$ cat config.mk
export PLATFORM = sky130hd
export DESIGN_NAME = tap_block_pulse_generator
export DESIGN_NICKNAME = d
export VERILOG_FILES = /design/src/rtl/tbpg_pkg.sv /design/src/rtl/tap_block_pulse_generator.sv /design/src/rtl/tbpg_step.sv
export VERILOG_INCLUDE_DIRS = /design/src /design/src/rtl
export SDC_FILE = /design/constraint.sdc
export NUM_CORES = 1
export LEC_CHECK = 0
export BUFFER_PORTS_ARGS = -buffer_cell sky130_fd_sc_hd__buf_2
export CORE_MARGIN = 3
export CORE_UTILIZATION = 30
export CTS_BUF_LIST = sky130_fd_sc_hd__clkbuf_8
export DETAILED_ROUTE_END_ITERATION = 6
export GPL_TIMING_DRIVEN = 1
export PLACE_DENSITY_LB_ADDON = 0.1
export SYNTH_ARGS = -nofsm -noshare
export SYNTH_HDL_FRONTEND = slang
export SYNTH_SLANG_ARGS = --single-unit
$ cat constraint.sdc
create_clock -name clk -period 9.73 [get_ports clk]
set_input_delay 2.4325 -clock clk [delete_from_list [all_inputs] [get_ports clk]]
set_output_delay 2.4325 -clock clk [all_outputs]
set_load 0.02 [all_outputs]
$ cat src/rtl/assert_macros.svh
// ----------------------------------------------------------------------------
// assertion macros
// shared concurrent assertion forms, clocked on clk and disabled in rst
// ----------------------------------------------------------------------------
`ifndef ASSERT_MACROS_SVH
`define ASSERT_MACROS_SVH

`ifndef NO_ASSERTIONS

// property holds at every edge
`define ASSERT_ALWAYS(name, expr, msg) \
  name: assert property (@(posedge clk) disable iff (rst) (expr)) else $error(msg);

// consequent holds in the same cycle as the antecedent
`define ASSERT_IMPLY(name, ante, cons, msg) \
  name: assert property (@(posedge clk) disable iff (rst) (ante) |-> (cons)) else $error(msg);

// consequent holds in the cycle after the antecedent
`define ASSERT_NEXT(name, ante, cons, msg) \
  name: assert property (@(posedge clk) disable iff (rst) (ante) |=> (cons)) else $error(msg);

`else

`define ASSERT_ALWAYS(name, expr, msg)
`define ASSERT_IMPLY(name, ante, cons, msg)
`define ASSERT_NEXT(name, ante, cons, msg)

`endif

`endif

$ cat src/rtl/tbpg_pkg.sv
// ----------------------------------------------------------------------------
// tbpg_pkg
// types and constants of the tape block pulse generator
// ----------------------------------------------------------------------------
package tbpg_pkg;

  localparam int TIMER_WIDTH_DEF = 24;

  localparam int CFG_WIDTH     = 24;
  localparam int CFG_IDX_WIDTH = 3;

  // configuration register indexes
  localparam logic [CFG_IDX_WIDTH-1:0] CFG_PILOT_HALF_PERIOD  = 3'd0;
  localparam logic [CFG_IDX_WIDTH-1:0] CFG_SYNC_FIRST_LENGTH  = 3'd1;
  localparam logic [CFG_IDX_WIDTH-1:0] CFG_SYNC_SECOND_LENGTH = 3'd2;
  localparam logic [CFG_IDX_WIDTH-1:0] CFG_ZERO_BIT_LENGTH    = 3'd3;
  localparam logic [CFG_IDX_WIDTH-1:0] CFG_ONE_BIT_LENGTH     = 3'd4;
  localparam logic [CFG_IDX_WIDTH-1:0] CFG_HEADER_PILOT_COUNT = 3'd5;
  localparam logic [CFG_IDX_WIDTH-1:0] CFG_DATA_PILOT_COUNT   = 3'd6;
  localparam logic [CFG_IDX_WIDTH-1:0] CFG_PAUSE_LENGTH       = 3'd7;

  // register reset values
  localparam logic [15:0] PILOT_HALF_PERIOD_RST  = 16'd2168;
  localparam logic [15:0] SYNC_FIRST_LENGTH_RST  = 16'd667;
  localparam logic [15:0] SYNC_SECOND_LENGTH_RST = 16'd735;
  localparam logic [15:0] ZERO_BIT_LENGTH_RST    = 16'd855;
  localparam logic [15:0] ONE_BIT_LENGTH_RST     = 16'd1710;
  localparam logic [15:0] HEADER_PILOT_COUNT_RST = 16'd8063;
  localparam logic [15:0] DATA_PILOT_COUNT_RST   = 16'd3223;
  localparam logic [23:0] PAUSE_LENGTH_RST       = 24'd1000;

  // flags at or above this value select the data pilot count
  localparam logic [7:0] FLAG_DATA_MIN = 8'h80;

  // header byte counter codes
  localparam logic [1:0] HDR_NONE     = 2'd0;
  localparam logic [1:0] HDR_LEN_LOW  = 2'd1;
  localparam logic [1:0] HDR_LEN_BOTH = 2'd2;

  // external phase codes
  localparam logic [2:0] PHASE_CODE_START = 3'd0;
  localparam logic [2:0] PHASE_CODE_PILOT = 3'd1;
  localparam logic [2:0] PHASE_CODE_SYNC  = 3'd2;
  localparam logic [2:0] PHASE_CODE_DATA  = 3'd3;
  localparam logic [2:0] PHASE_CODE_PAUSE = 3'd4;

  typedef enum logic [4:0] {
    PH_START = 5'b00001,
    PH_PILOT = 5'b00010,
    PH_SYNC  = 5'b00100,
    PH_DATA  = 5'b01000,
    PH_PAUSE = 5'b10000
  } loader_phase_t;

  typedef struct packed {
    logic [15:0] pilot_half_period;
    logic [15:0] sync_first_length;
    logic [15:0] sync_second_length;
    logic [15:0] zero_bit_length;
    logic [15:0] one_bit_length;
    logic [15:0] header_pilot_count;
    logic [15:0] data_pilot_count;
    logic [23:0] pause_length;
  } tbpg_cfg_t;

  // loader state apart from the pulse timer
  typedef struct packed {
    loader_phase_t phase;
    logic [1:0]    header_bytes_seen;
    logic [15:0]   block_bytes_left;
    logic [7:0]    shift_byte;
    logic [2:0]    bit_position;
    logic [15:0]   pulses_left;
    logic          level;
    logic          byte_wanted;
  } tbpg_state_t;

  typedef struct packed {
    logic       ear_level;
    logic       need_byte;
    logic [2:0] phase;
    logic       tick_held;
  } tbpg_result_t;

  function automatic logic [2:0] phase_code(loader_phase_t ph);
    logic [2:0] code;
    unique case (ph)
      PH_PILOT: code = PHASE_CODE_PILOT;
      PH_SYNC:  code = PHASE_CODE_SYNC;
      PH_DATA:  code = PHASE_CODE_DATA;
      PH_PAUSE: code = PHASE_CODE_PAUSE;
      default:  code = PHASE_CODE_START;
    endcase
    return code;
  endfunction

endpackage

$ cat src/rtl/tap_block_pulse_generator.sv
// ----------------------------------------------------------------------------
// tap_block_pulse_generator
// turns tape blocks into a cassette ear signal, one result per request
// ----------------------------------------------------------------------------
// Each request is either one tick of tape time (action 0) or the next tape
// byte (action 1): a block is a two-byte length, low byte first, then a flag
// and data, and it plays as a pilot tone, two sync pulses, two pulses per
// data bit (msb first) and a pause. need_byte tells the source when the next
// byte is due; a tick sent while a byte is due is flagged in tick_held and
// has no effect. Every request gives exactly one result: the ear level during
// that tick and the need_byte, phase and tick_held after it. The block takes
// one request per clock; the result is registered in the output register, and
// a new request is taken as long as that register is empty or being drained.
// The clock rate is set by the pulse timer path (a TIMER_WIDTH+1 bit increment
// and compare after the pulse length select). The user must write the
// configuration registers through cfg_write/cfg_index/cfg_data only while no
// request is in flight; the block does not enforce it.
// ----------------------------------------------------------------------------
module tap_block_pulse_generator #(
  parameter int TIMER_WIDTH = tbpg_pkg::TIMER_WIDTH_DEF
) (
  input  logic                                  clk,
  input  logic                                  rst,
  // configuration write port
  input  logic                                  cfg_write,
  input  logic [tbpg_pkg::CFG_IDX_WIDTH-1:0]    cfg_index,
  input  logic [tbpg_pkg::CFG_WIDTH-1:0]        cfg_data,
  // request channel
  input  logic                                  in_valid,
  output logic                                  in_stall,
  input  logic                                  action,
  input  logic [7:0]                            tape_byte,
  // result channel
  output logic                                  out_valid,
  input  logic                                  out_stall,
  output logic                                  ear_level,
  output logic                                  need_byte,
  output logic [2:0]                            phase,
  output logic                                  tick_held
);
  import tbpg_pkg::*;

`include "assert_macros.svh"

  tbpg_cfg_t              cfg;
  tbpg_state_t            state;
  tbpg_state_t            state_next;
  logic [TIMER_WIDTH-1:0] pulse_length;
  logic [TIMER_WIDTH-1:0] pulse_length_next;
  logic [TIMER_WIDTH-1:0] tick_count;
  logic [TIMER_WIDTH-1:0] tick_count_next;
  tbpg_result_t           result;
  logic                   in_accept;

  // the output register frees up when its result is taken
  assign in_stall  = out_valid && out_stall;
  assign in_accept = in_valid && !in_stall;

  // configuration registers
  always_ff @(posedge clk) begin
    if (rst) begin
      cfg.pilot_half_period  <= PILOT_HALF_PERIOD_RST;
      cfg.sync_first_length  <= SYNC_FIRST_LENGTH_RST;
      cfg.sync_second_length <= SYNC_SECOND_LENGTH_RST;
      cfg.zero_bit_length    <= ZERO_BIT_LENGTH_RST;
      cfg.one_bit_length     <= ONE_BIT_LENGTH_RST;
      cfg.header_pilot_count <= HEADER_PILOT_COUNT_RST;
      cfg.data_pilot_count   <= DATA_PILOT_COUNT_RST;
      cfg.pause_length       <= PAUSE_LENGTH_RST;
    end else if (cfg_write) begin
      unique case (cfg_index)
        CFG_PILOT_HALF_PERIOD:  cfg.pilot_half_period  <= cfg_data[15:0];
        CFG_SYNC_FIRST_LENGTH:  cfg.sync_first_length  <= cfg_data[15:0];
        CFG_SYNC_SECOND_LENGTH: cfg.sync_second_length <= cfg_data[15:0];
        CFG_ZERO_BIT_LENGTH:    cfg.zero_bit_length    <= cfg_data[15:0];
        CFG_ONE_BIT_LENGTH:     cfg.one_bit_length     <= cfg_data[15:0];
        CFG_HEADER_PILOT_COUNT: cfg.header_pilot_count <= cfg_data[15:0];
        CFG_DATA_PILOT_COUNT:   cfg.data_pilot_count   <= cfg_data[15:0];
        CFG_PAUSE_LENGTH:       cfg.pause_length       <= cfg_data[23:0];
        default:                cfg.pause_length       <= cfg.pause_length;
      endcase
    end
  end

  // loader next-state logic for the request at the input
  tbpg_step #(
    .TIMER_WIDTH (TIMER_WIDTH)
  ) u_step (
    .cfg               (cfg),
    .cur               (state),
    .pulse_length      (pulse_length),
    .tick_count        (tick_count),
    .action            (action),
    .tape_byte         (tape_byte),
    .nxt               (state_next),
    .pulse_length_next (pulse_length_next),
    .tick_count_next   (tick_count_next),
    .result            (result)
  );

  // loader state only moves on an accepted request
  always_ff @(posedge clk) begin
    if (rst) begin
      state.phase             <= PH_START;
      state.header_bytes_seen <= HDR_NONE;
      state.block_bytes_left  <= '0;
      state.shift_byte        <= '0;
      state.bit_position      <= '0;
      state.pulses_left       <= '0;
      state.level             <= 1'b0;
      state.byte_wanted       <= 1'b1;
      pulse_length            <= '0;
      tick_count              <= '0;
    end else if (in_accept) begin
      state        <= state_next;
      pulse_length <= pulse_length_next;
      tick_count   <= tick_count_next;
    end
  end

  // output register
  always_ff @(posedge clk) begin
    if (rst) begin
      out_valid <= 1'b0;
    end else if (in_accept) begin
      out_valid <= 1'b1;
    end else if (!out_stall) begin
      out_valid <= 1'b0;
    end
  end

  always_ff @(posedge clk) begin
    if (in_accept) begin
      ear_level <= result.ear_level;
      need_byte <= result.need_byte;
      phase     <= result.phase;
      tick_held <= result.tick_held;
    end
  end

  // tick counter never runs past the current pulse
  `ASSERT_ALWAYS(a_tick_in_pulse, (tick_count == '0) || (tick_count < pulse_length), "tick count beyond pulse length")

  // a held tick leaves the loader untouched
  `ASSERT_NEXT(a_held_no_change, in_accept && !action && state.byte_wanted, (state == $past(state)) && (tick_count == $past(tick_count)), "held tick changed loader state")

  // only a byte request satisfies a pending byte
  `ASSERT_IMPLY(a_byte_clear, $fell(state.byte_wanted), $past(in_accept && action), "byte wait ended without a byte")

  // pilot, sync and pause never wait for a byte
  `ASSERT_IMPLY(a_no_wait_phase, (state.phase == PH_PILOT) || (state.phase == PH_SYNC) || (state.phase == PH_PAUSE), !state.byte_wanted, "byte wanted outside data or start")

endmodule

$ cat src/rtl/tbpg_step.sv
// ----------------------------------------------------------------------------
// tbpg_step
// next-state logic of the loader for one request (a tick or a byte)
// ----------------------------------------------------------------------------
module tbpg_step #(
  parameter int TIMER_WIDTH = tbpg_pkg::TIMER_WIDTH_DEF
) (
  input  tbpg_pkg::tbpg_cfg_t    cfg,
  input  tbpg_pkg::tbpg_state_t  cur,
  input  logic [TIMER_WIDTH-1:0] pulse_length,
  input  logic [TIMER_WIDTH-1:0] tick_count,
  input  logic                   action,
  input  logic [7:0]             tape_byte,
  output tbpg_pkg::tbpg_state_t  nxt,
  output logic [TIMER_WIDTH-1:0] pulse_length_next,
  output logic [TIMER_WIDTH-1:0] tick_count_next,
  output tbpg_pkg::tbpg_result_t result
);
  import tbpg_pkg::*;

  localparam logic [32:0] TIMER_MAX = (33'd1 << TIMER_WIDTH) - 33'd1;

  function automatic logic [TIMER_WIDTH-1:0] fit16(logic [15:0] v);
    return TIMER_WIDTH'(v);
  endfunction

  function automatic logic [TIMER_WIDTH-1:0] fit24(logic [23:0] v);
    logic [TIMER_WIDTH-1:0] r;
    if ({9'd0, v} > TIMER_MAX) begin
      r = '1;
    end else begin
      r = TIMER_WIDTH'(v);
    end
    return r;
  endfunction

  logic                 emit;
  logic                 held;
  logic                 data_bit;
  logic [TIMER_WIDTH:0] tick_inc;

  always_comb begin
    nxt               = cur;
    pulse_length_next = pulse_length;
    tick_count_next   = tick_count;
    emit              = 1'b0;
    held              = 1'b0;
    data_bit          = cur.shift_byte[7];

    if (action) begin
      if (cur.byte_wanted) begin
        priority if (cur.phase == PH_START && cur.header_bytes_seen == HDR_NONE) begin
          nxt.block_bytes_left[7:0] = tape_byte;
          nxt.header_bytes_seen     = HDR_LEN_LOW;
        end else if (cur.phase == PH_START && cur.header_bytes_seen == HDR_LEN_LOW) begin
          nxt.block_bytes_left[15:8] = tape_byte;
          nxt.header_bytes_seen      = HDR_LEN_BOTH;
        end else begin
          nxt.shift_byte        = tape_byte;
          nxt.byte_wanted       = 1'b0;
          nxt.header_bytes_seen = HDR_NONE;
        end
      end
    end else if (cur.byte_wanted) begin
      held = 1'b1;
    end else begin
      unique case (cur.phase)
        PH_PILOT: begin
          if (cur.pulses_left == 16'd0) begin
            nxt.phase       = PH_SYNC;
            nxt.pulses_left = 16'd2;
          end
          emit = 1'b1;
        end
        PH_SYNC, PH_DATA: begin
          priority if (cur.phase == PH_SYNC && cur.pulses_left == 16'd2) begin
            pulse_length_next = fit16(cfg.sync_first_length);
          end else if (cur.phase == PH_SYNC && cur.pulses_left == 16'd1) begin
            pulse_length_next = fit16(cfg.sync_second_length);
          end else if (cur.pulses_left == 16'd0) begin
            if (cur.block_bytes_left == 16'd0) begin
              // empty or finished block: straight to the pause
              nxt.phase         = PH_PAUSE;
              nxt.pulses_left   = 16'd1;
              tick_count_next   = '0;
              pulse_length_next = fit24(cfg.pause_length);
            end else begin
              // next data bit, msb first
              nxt.phase        = PH_DATA;
              nxt.shift_byte   = {cur.shift_byte[6:0], 1'b0};
              nxt.bit_position = cur.bit_position + 3'd1;
              if (cur.bit_position == 3'd7) begin
                nxt.block_bytes_left = cur.block_bytes_left - 16'd1;
                if (cur.block_bytes_left != 16'd1) begin
                  nxt.byte_wanted = 1'b1;
                end
              end
              tick_count_next   = '0;
              nxt.pulses_left   = 16'd2;
              pulse_length_next = data_bit ? fit16(cfg.one_bit_length)
                                           : fit16(cfg.zero_bit_length);
            end
          end else begin
            // mid-pulse: keep current timing
            pulse_length_next = pulse_length;
          end
          emit = 1'b1;
        end
        PH_PAUSE: begin
          if (cur.pulses_left == 16'd0) begin
            nxt.phase             = PH_START;
            nxt.byte_wanted       = 1'b1;
            nxt.header_bytes_seen = HDR_NONE;
          end
          emit = 1'b1;
        end
        default: begin
          // block start: set up the pilot tone
          nxt.bit_position  = 3'd0;
          tick_count_next   = '0;
          pulse_length_next = fit16(cfg.pilot_half_period);
          nxt.level         = 1'b1;
          nxt.pulses_left   = (cur.shift_byte < FLAG_DATA_MIN) ? cfg.header_pilot_count
                                                               : cfg.data_pilot_count;
          nxt.phase         = PH_PILOT;
        end
      endcase
    end

    tick_inc = {1'b0, tick_count_next} + {{TIMER_WIDTH{1'b0}}, 1'b1};
    if (emit) begin
      if (tick_inc >= {1'b0, pulse_length_next}) begin
        tick_count_next = '0;
        nxt.pulses_left = nxt.pulses_left - 16'd1;
        nxt.level       = ~nxt.level;
      end else begin
        tick_count_next = tick_inc[TIMER_WIDTH-1:0];
      end
    end
  end

  assign result.ear_level = cur.level;
  assign result.need_byte = nxt.byte_wanted;
  assign result.phase     = phase_code(nxt.phase);
  assign result.tick_held = held;

endmodule
# Yosys cells after proc, flatten, opt, wreduce, memory -nomap -nowiden
# Index checks and enable logic that the tools add are counted.
[classes]
add_sub_neg = 4
n_lt_le_gt_ge = 2
n_eq_ne = 35
mux = 69
bitwise = 4
n_reduce_logical = 31
[op_table]
columns = ["op", "count"]
rows = [
  ["24-bit two-way mux", 14],
  ["43-bit two-way mux", 3],
  ["24-bit one-hot mux with 2 select lines", 2],
  ["16-bit two-way mux", 4],
  ["26-bit two-way mux", 2],
  ["52-bit two-way mux", 1],
  ["17-bit two-way mux", 3],
  ["16-bit one-hot mux with 3 select lines", 1],
  ["8-bit two-way mux", 5],
  ["16-bit zero test", 2],
  ["16-bit by 1-bit subtractor with 16-bit output (second input constant)", 2],
  ["5-bit two-way mux", 6],
  ["27-bit two-way mux", 1],
  ["24-bit by 1-bit adder with 25-bit output (second input constant)", 1],
  ["25-bit by 24-bit greater-or-equal comparator with 1-bit output", 1],
  ["10-bit AND reduction", 2],
  ["1-bit two-way mux", 18],
  ["2-bit != test (second input constant)", 9],
  ["16-bit by 1-bit == test with 1-bit output (second input constant)", 1],
  ["16-bit by 2-bit == test with 1-bit output (second input constant)", 1],
  ["16-bit by 1-bit != test with 1-bit output (second input constant)", 1],
  ["2-bit AND reduction", 8],
  ["3-bit == test (second input constant)", 5],
  ["5-bit one-hot mux with 3 select lines", 1],
  ["27 further kinds", 51],
]
[word_totals]
register_bits = 243
output_inout_bits = 8
elab_cells = 169

# Longest topological paths before layout
[depth]
depth_word = 13
mapped_depth = 29
mapped_depth_nobuf = 22

# Hierarchy
# A second synthesis with hierarchy kept.
[hier_totals]
hier_cells = 1761
hier_area_um2 = 15308.4
[modules_own_cells]
columns = ["module", "n_inst", "cells_per_inst", "area_each_um2", "seq_area_each_um2"]
rows = [
  ["tap_block_pulse_generator", 1, 944, 9939.5, 4924.7],
  ["tbpg_step", 1, 817, 5368.9, 0.0],
]

# Worst setup path before layout
# OpenSTA, ideal clock, no wires.
[synth_timing]
kind = "input port to flip-flop"
startpoint = "input port action"
endpoint = "register state[7] (netlist bit)"
setup_time_ns = 0.062
arrival_time_ns = 7.466
path_slack_ns = 2.202
stages = 24
path_buffers = 6
path_cell_list = "clkbuf_1 or2_2 clkbuf_1 nor2_1 nand2_1 clkbuf_1 and2_1 ha_1 and3_1 o211ai_1 clkbuf_1 nor3_1 xnor2_1 ha_1 nand4_1 or4_1 nor4_1 a211oi_1 o311a_1 clkbuf_1 or3_1 buf_2 or4_1 nand3_1"
[synth_between]
elab_chain_cells = 5
word_cells_on_any_way = 9
classes_between = "add/sub: 2; order compare: 1; mux: 6"
[synth_rtl]
columns = ["item", "line", "text"]
rows = [
  ["from (decl)", "tap_block_pulse_generator.sv:31", "input logic action,"],
  ["24-bit two-way mux", "tbpg_step.sv:50", "if (action) begin"],
  ["24-bit by 1-bit adder with 25-bit output", "tbpg_step.sv:130", "tick_inc = {1'b0, tick_count_next} + {{TIMER_WIDTH{1'b0}}, 1'b1};"],
  ["25-bit by 24-bit greater-or-equal comparator with 1-bit output", "tbpg_step.sv:132", "if (tick_inc >= {1'b0, pulse_length_next}) begin"],
  ["17-bit two-way mux", "tbpg_step.sv:132", ""],
  ["17-bit two-way mux *", "tbpg_step.sv:131", "if (emit) begin"],
  ["to (signal assigned)", "tap_block_pulse_generator.sv:115", "state <= state_next;"],
  ["to (decl)", "tap_block_pulse_generator.sv:46", "tbpg_state_t state;"],
]
# Mark *: on every way between the ends. The rest lies on a longest branch, timed or not.
# A chain may end at the register's enable or synchronous reset.

# Worst setup path after layout
[layout_timing]
startpoint = "input port action"
endpoint = "register tick_count[22]"
[layout_between]
elab_chain_cells = 5
word_cells_on_any_way = 7
classes_between = "add/sub: 1; order compare: 1; mux: 5"
[layout_rtl]
columns = ["item", "line", "text"]
rows = [
  ["24-bit two-way mux", "tbpg_step.sv:50", ""],
  ["24-bit by 1-bit adder with 25-bit output", "tbpg_step.sv:130", ""],
  ["25-bit by 24-bit greater-or-equal comparator with 1-bit output", "tbpg_step.sv:132", ""],
  ["24-bit two-way mux", "tbpg_step.sv:132", ""],
  ["24-bit two-way mux *", "tbpg_step.sv:131", ""],
  ["to (signal assigned)", "tap_block_pulse_generator.sv:117", "tick_count <= tick_count_next;"],
  ["to (decl)", "tap_block_pulse_generator.sv:50", "logic [TIMER_WIDTH-1:0] tick_count;"],
]
# Marks and branches as above.

==> summary.md <==
| Metric | Value |
|---|---|
| Outcome | `finished, final reports clean` |
| RSZ-0062 raised after global routing | `false` |
| Max Clk Rate | `roughly 130 MHz` |
| DRC | `0` |
| Critical Path, Cell by Cell | `buf_2 > or2_2 > nor2_1 > nand2_1 > nand2_1 > inv_1 > ha_1 > and3_1 > o211ai_1 > or4_1 > a21oi_1 > ha_1 > and3_1 > a221o_1 > a211o_1 > o31ai_1 > o311a_1 > and2_1 > a21oi_1 > a311oi_1` |
| # hold bufs at CTS | `0` |
| Synth Cell Area | `0.01312 sq mm` |
| Total global routing overflow | `0` |
| Fraction of layout cells with a size suffix above 1 | `10.12%` |
| Port buffer count | `48` |
| Largest area contributor in the netlist | `dfxtp_1` |
| Dominant synthesized flop cell | `dfxtp_1` |
| Core Region | `0.04260 sq mm` |
| Postcts setup bufs | `0` |
| Most frequent cells in the layout | `357 x nand2_1, 236 x dfxtp_1, 159 x nor2_1` |
| TNS Setup | `0 ps` |
| Met1 usage | `between 20% and 30%` |
| CTS tree | `built` |
| Met2 Use GR | `30.36%` |
| Num CTS Buffers | `49` |
| Synth Register Bits | `between 200 and 250` |
| Number of synthesized flops with an enable pin | `6` |
| Critical path required time | `approximately 10000 ps` |
| Hold Crit Class | `reg -> reg` |
| CTS H-Tree Depth | `2` |
| Crit path max-delay family | `simple AND/OR/NAND/NOR gates` |
| Post-synth ARST share | `0%` |
| DRT Wirelength | `46710 microns` |
| Critical Path End Type | `register` |
| Final Hold Fails | `0` |
| Antenna Nets Post-Route | `0` |
| Leak | `0.005266 uW` |
| Largest net degree at the start of global routing | `60` |
| Slew HR | `19.03%` |
| Max_cap viols | `0` |
| Most Crowded Layer GR | `met2` |
| Final setup viols | `0` |
| Avg Inst Size Synth | `7.526 sq um` |
| Initial Util | `30.79%` |
| GRT Util Overall | `19.63%` |
| IO Count | `49` |
| Vias per cell | `about 5.4` |
| Die height | `215.1 microns` |
| Synth unique cells | `70` |
| Worst-skew pair later-pin latency | `640 ps` |
| Clock Path Buffers | `3` |
| GPL Wtd Cong | `0.8240` |
| Worst hold slack | `450.6 ps` |
| Crit path largest cell delay | `710 ps` |
| DIE AREA | `0.04627 sq mm` |
| Measured slew at the worst slew-check pin | `1202 ps` |
| Commonest non-fill, non-tap cell in the layout | `nand2_1` |
| CTS Root Buffer Type | `clkbuf_8` |
| Post-Synthesis Cells | `1743` |
| Seq/Total Area, Yosys | `37.54%` |
| Drt initial violations | `903` |
| Resize count post-CTS | `0` |
| Placed cell count | `2259` |
| Worst Skew | `between 50 and 60 ps` |
| Mapped Nets | `1814` |
| Routed vias | `around 13000` |
| CP arrival | `8380 ps` |
| Kind of critical path | `in -> reg` |
| Number of global-route vias before repair | `11960` |
| Synth top area share | `36.17%` |
| Nets | `1804` |
| Fillcell total | `4642` |
| FP Rows | `75` |
| CTS clk-pin slew, worst paths | `60 ps` |
| Sink Count | `243` |
| Drt pass-1 iters | `5` |
| Pins Over Slew Limit | `0` |
| Peak VDD IR | `0.00008367 V` |
| Layout Area Growth over Synthesis | `12.25%` |
| Slowest CP cell | `and2_1` |
| Fin crit share | `80.62%` |
| # diodes | `0` |
| Top post-synthesis cells by area | `dfxtp_1 36%, nand2_1 10%, a21oi_1 5.5%, nor2_1 4.7%, o21ai_0 3.5%` |
| Post-Layout Cell Count | `2346` |
| Initial antenna violation count | `0` |
| Critical path peak fanout | `18` |
| PwrDens | `164.2 mW/mm^2` |
| WL/cell | `19.91 microns` |
| First-pass GRT wire length | `72280 microns` |
| Final total power | `2417 uW` |
| Footprint of the multi-input gates | `around 0.0075 sq mm` |
| Register area | `0.004926 sq mm` |
| Critical path buffers and inverters | `2` |
| GRT met3 Usage | `under 10%` |
| CP startpoint kind | `primary input` |
| Period minus WS final | `roughly 8000 ps` |
| Die width | `215.1 microns` |
| Yosys warns | `0` |
| Dpl hpwl | `30550 microns` |
[routing by layer]
layer	vias to the layer above	part of all wire [%]	wire, microns
li1	6216	-	-
met1	6017	49	22930
met2	327	44	20530
met3	58	5.2	2422
met4	0	1.8	823
met5	-	0	0
[per-stage QoR]
step | setup slack, ps | util [%] | area, sq um
2_1_floorplan | 2202 | - | 13120
3_3_place_gp | 1386 | 32.37 | 13790
3_5_place_dp | 1280 | 32.37 | 13790
4_1_cts | 1950 | 34.56 | 14720
5_1_grt | 1464 | 34.56 | 14720
6_report | 1886 | 34.56 | 14720
[cell families after synthesis]
group,after synthesis,share of synthesized area [%]
AOI/OAI and AO/OA,485,24.37
xor gates and xnor gates,27,1.803
adders and majority gates,30,2.862
buffers and inverters,171,5.132
DFF,243,37.54
muxes,41,3.157
and+or+nand+nor,746,25.13
[registers in the layout, summed over array words and instances (netlist names)]
signal / count
tick_count: 24
need_byte: 1
phase: 3
tick_held: 1
out_valid: 1
pulse_length: 24
state: 52
ear_level: 1
cfg: 136
[final cells by class]
type | count | share of cell area, %
flip-flops and latches | 243 | 33.46
inverters | 30 | 0.7648
well taps | 577 | 4.903
clock buffers | 60 | 5.608
repair buffers | 80 | 3.280
multi-input cells | 1329 | 51.27
clock inverters | 27 | 0.7223
[path summary, 6_finish.rpt]
path	cells past startpoint	endpoint	startpoint	slack, ps
worst max-delay path	20	tick_count[22]	action	1890
worst min-delay path	2	cfg[98]	cfg[98]	450
worst max register to register	21	tick_count[22]	state[51]	2610
worst min register to register	2	cfg[98]	cfg[98]	450
[where the power goes]
group | internal, uW | switching, uW | total [uW]
combinational | 103 | 245 | 349
clock | 550 | 473 | 1020
sequential | 1030 | 18.1 | 1040
[cells in the mapped netlist (all sizes together), types with 5 or more instances]
master and n:
clkbuf 133, o311ai 20, o21a 8, and2 8
nand2b 11, or2 8, mux2i 38, nor2 163
a211oi 35, dfxtp 237, edfxtp 6, nand3 66
o21ai 93, o221a 11, a211o 6, o22ai 7
o211ai 18, nand4 15, buf 8, or4 11
ha 30, xor2 13, xnor2 14, and3 7
nand2 357, nor3 32, inv 29, nor2b 19
a21o 7, nor3b 5, a21oi 145, or3 16
o31ai 21, o41ai 5, a221oi 16, a22oi 43
a31oi 14, nor4 18
[worst min-delay path: cells and delay by family (launching register included)]
kind	cells	cell delay, ps
AOI/OAI and AO/OA	1	50
DFF	1	300
and+or+nand+nor	1	50
(Power assumes the default switching activity.)
